## config.mk

```make
export PLATFORM = sky130hd
export DESIGN_NAME = qau_div
export DESIGN_NICKNAME = d
export VERILOG_FILES = /design/src/qau_div.sv
export SDC_FILE = /design/constraint.sdc
export NUM_CORES = 2
export LEC_CHECK = 0
export BUFFER_PORTS_ARGS = -buffer_cell sky130_fd_sc_hd__clkbuf_2
export CAP_MARGIN = 5
export CORE_MARGIN = 4
export CORE_UTILIZATION = 40
export CTS_BUF_LIST = sky130_fd_sc_hd__clkbuf_4 sky130_fd_sc_hd__clkbuf_8
export CTS_CLUSTER_DIAMETER = 50
export DETAILED_ROUTE_END_ITERATION = 16
export GPL_ROUTABILITY_DRIVEN = 0
export GPL_TIMING_DRIVEN = 1
export PLACE_DENSITY = 0.66
export RECOVER_POWER = 50
export SKIP_LAST_GASP = 1
export SLEW_MARGIN = 0
export SYNTH_ARGS = -nofsm -noshare
export SYNTH_HDL_FRONTEND = slang
export SYNTH_SLANG_ARGS = --single-unit
```

## constraint.sdc

```tcl
create_clock -name clk -period 10.5 [get_ports clk]
set_input_delay 0.525 -clock clk [delete_from_list [all_inputs] [get_ports clk]]
set_output_delay 0.525 -clock clk [all_outputs]
set_load 0.02 [all_outputs]
```

## src/qau_div.sv

```systemverilog
// Pipelined restoring divider forming (m * 2^FB) / d, one quotient bit per stage.
module qau_div #(
	parameter int CW = 32,
	parameter int FB = 16
) (
	input  logic          clk,
	input  logic          en,
	input  logic [CW-1:0] m,
	input  logic [CW:0]   d,
	output logic [FB:0]   q,
	output logic [CW:0]   d_out
);
	localparam int QB = FB + 1;
	localparam int RB = CW + 1;
	localparam int DW = CW + FB + 1;

	logic [DW-1:0] rm_q [QB];
	logic [QB-1:0] q_q  [QB];
	logic [RB-1:0] d_q  [QB];

	for (genvar j = 0; j < QB; j++) begin : g_stage
		localparam int K = FB - j;
		logic [DW-1:0] rm_in;
		logic [QB-1:0] q_in;
		logic [RB-1:0] d_in;
		logic [DW-1:0] trial;

		if (j == 0) begin : g_first
			assign rm_in = DW'(m) << FB;
			assign q_in  = '0;
			assign d_in  = d;
		end else begin : g_next
			assign rm_in = rm_q[j-1];
			assign q_in  = q_q[j-1];
			assign d_in  = d_q[j-1];
		end

		assign trial = DW'(d_in) << K;

		always_ff @(posedge clk) begin
			if (en) begin
				d_q[j] <= d_in;
				if (rm_in >= trial) begin
					rm_q[j] <= rm_in - trial;
					q_q[j]  <= q_in | (QB'(1) << K);
				end else begin
					rm_q[j] <= rm_in;
					q_q[j]  <= q_in;
				end
			end
		end
	end

	assign q     = q_q[QB-1];
	assign d_out = d_q[QB-1];
endmodule

```

==> results.json <==
{
  "hpwl_um": 129000,
  "status": "finished, violations left",
  "num_vias": 56900,
  "grt_usage_pct": 16.2,
  "slowest_delay_ns": 2.48,
  "netlist_instances": 7606,
  "io_buffers": 116,
  "clk_latency_ns": 0.96,
  "die_y_um": 455,
  "slew_headroom_pct": -135,
  "grt_setup_unrepaired": "no",
  "wire_per_inst_um": 16.2,
  "antenna_found_initial": 4,
  "cts_sinks": 1362,
  "cts_root_buf": "clkbuf_8",
  "grt-ovfl-total": 0,
  "ioPinCount": 117,
  "vdd_drop_max_mv": 0.169,
  "setup_tns_ns": 0,
  "period_share_pct": 52.2,
  "tightestPinTransition_ns": 3.53,
  "synth.avg_cell_area_um2": 10.5,
  "slowest_stage": "clkbuf_1",
  "dr.pass1.iters": 5,
  "cts_made_buffers": 221,
  "yosysMostFrequentCell": "edfxtp_1",
  "endpoint_kind": "flop",
  "async_flop_share_pct": 0,
  "cp_max_fo": 92,
  "grt_pass1_vias": 57100,
  "fin_skew_ns": 0.0565,
  "core_mm2": 0.198,
  "rows": 163,
  "setup-violations-final": 0,
  "drt_iter0_markers": 3635,
  "period_minus_slack_ns": 5.48,
  "rr_worst_depth": 12,
  "n_fill_cell": 18100,
  "drt-total-wl_um": 172000,
  "yosysUniqueCellTypes": 102,
  "synthTopCellsByCount": "edfxtp_1 (1362), nand2_1 (707), inv_1 (703)",
  "whs_path_depth": 2,
  "holdCritPathClass": "input port to flop",
  "drc": 0,
  "p_per_area_mw_per_mm2": 263,
  "path_cells": "dlygate4sd3_1 > buf_12 > clkbuf_1 > and4b_1 > o21ai_0 > a21oi_4 > buf_4 > inv_1 > o2111a_1 > xor2_1",
  "vias_per_cell": 5.37,
  "die_area_mm2": 0.207,
  "grt_pass1_wl_um": 277000,
  "synth-seq-cells": 1362,
  "grt_start_max_net_pins": 180,
  "cp.arrival_ns": 6.15,
  "crit_family": "buffers and inverters",
  "crit_type": "input port to flop",
  "finalHoldViolCount": 0,
  "yosysTopAreaCell": "edfxtp_1",
  "start_util_pct": 40.4,
  "synthFlopType": "edfxtp_1",
  "cts_tree": "built",
  "yosys.area.top_type_share_pct": 51.1,
  "max_freq_ghz": 0.182,
  "h-tree-depth": 4,
  "ys_seq_area_share_pct": 51.1,
  "cap_violations": 6,
  "synth_warnings": 0,
  "drv_slew": 329,
  "drive_gt1_share_pct": 6.86,
  "antenna_left": 0,
  "total_power_mw": 23.1,
  "leakage_nw": 34.7,
  "nets": 8426,
  "cts_buffer_depth": 3,
  "violations": "max-capacitance violations, max-slew violations",
  "synth_area_mm2": 0.0800,
  "crit_buf_inv": 5,
  "ys_top_cells_by_area": "edfxtp_1 (51%), ha_1 (8.7%), o21ai_0 (4.0%)",
  "fp.dieW_um": 455,
  "syn_to_final_growth_pct": 10.0,
  "syn_nets": 8248,
  "worst-path-stages": 10,
  "startpoint_type": "input port",
  "required_ns": 11.17,
  "clkSlewWorstSetupHoldPaths_ns": 0.05,
  "synth_edf_count": 1362
}
## sequential cells by signal, summed over array words and instances, names as in the netlist
register / flops
d_q: 561
q_q: 153
rm_q: 648
## cell type report
type / instances / area, um^2 / area share, %
inverter: 706 / 2650 / 3.01
timing repair buffer: 224 / 1490 / 1.69
clock inverter: 94 / 641 / 0.727
sequential: 1362 / 40900 / 46.4
antenna: 5 / 12.5 / 0.0142
multi-input combinational: 5269 / 35400 / 40.2
tap: 2640 / 3300 / 3.75
clock buffer: 301 / 3670 / 4.17
## timing repair
action                    in CTS  in global routing
buffers inserted               0                  0
hold endpoints to repair      88                  0
hold buffers                  66                  0
resized for setup              0                  0
## logic make-up (layout without fill, tap and decap cells)
logic type | Yosys count | after routing | synth area share (%)
AOI/OAI and AO/OA | 2131 | 2131 | 16.5
xor gates and xnor gates | 556 | 556 | 6.08
adders and majority gates | 575 | 575 | 9.14
buffers and inverters | 975 | 1325 | 4.79
DFF | 1362 | 1362 | 51.1
muxes | 54 | 54 | 0.755
other | 0 | 5 | 0
and+or+nand+nor | 1953 | 1953 | 11.6
## power by group
group	total [mW]	switching (mW)	leakage [nW]	internal, mW
logic	9.92	5.79	19.3	4.13
clock network	4.49	2.06	2.28	2.43
registers	8.72	0.797	13.2	7.92
## metrics by stage
stage	util (%)	worst slack (ns)	instances	hold slack, ns	cell area [um^2]
after floorplan	-	7.09	7606	0.400	80000
after global placement	42.0	6.05	10100	0.401	83200
after detailed placement	42.0	5.94	10100	0.405	83200
after CTS	44.5	5.93	10600	0.207	88200
after global routing	44.4	4.62	10600	0.255	88100
final	44.4	5.02	10600	0.325	88100
## per-layer routing
metal	global-route usage, %	wire length, um	vias up
met5	0	0	-
met4	10.8	12200	0
met3	2.41	7230	673
met2	30.6	88600	1833
met1	16.4	63900	26300
li1	-	-	28100
## cell usage in the layout (no fill, tap or decap), drive strengths merged, types with 16 or more instances in the layout
cell         synthesis  routed
inv                704     712
ha                 559     559
o21a                75      75
o21bai              80      80
a21oi              598     598
nor4                46      46
xnor2              272     272
or3                 37      37
or2                 18      18
and4                22      22
a221oi              17      17
nand2              707     707
and2                40      40
nor2               436     436
o31ai               51      51
a211o               21      21
nor2b               72      72
dlygate4sd3          0      66
mux2                51      51
a21o               278     278
o211ai              41      41
and3                52      52
nand4              102     102
or4                 25      25
a21boi              17      17
buf                 71      37
o21ai              649     649
nor3               125     125
a2111oi             17      17
clkbuf             198     422
xor2               284     284
fa                  16      16
a211oi              74      74
nand2b              81      81
edfxtp            1362    1362
clkinv               2      77
o31a                22      22
nand3              138     138
a31oi               50      50
## worst paths after layout
check | start | to | slack, ns
worst max-delay path | en | rm_q[9][43]$_DFFE_PP_ | 5.02
worst min-delay path | d[14] | d_q[0][14]$_DFFE_PP_ | 0.33
worst max register to register | rm_q[10][6]$_SDFFCE_PP0P_ | rm_q[11][17]$_DFFE_PP_ | 5.89
worst min register to register | q_q[15][16]$_DFFE_PP_ | q_q[16][16]$_DFFE_PP_ | 0.41
(Power assumes the default switching activity.)
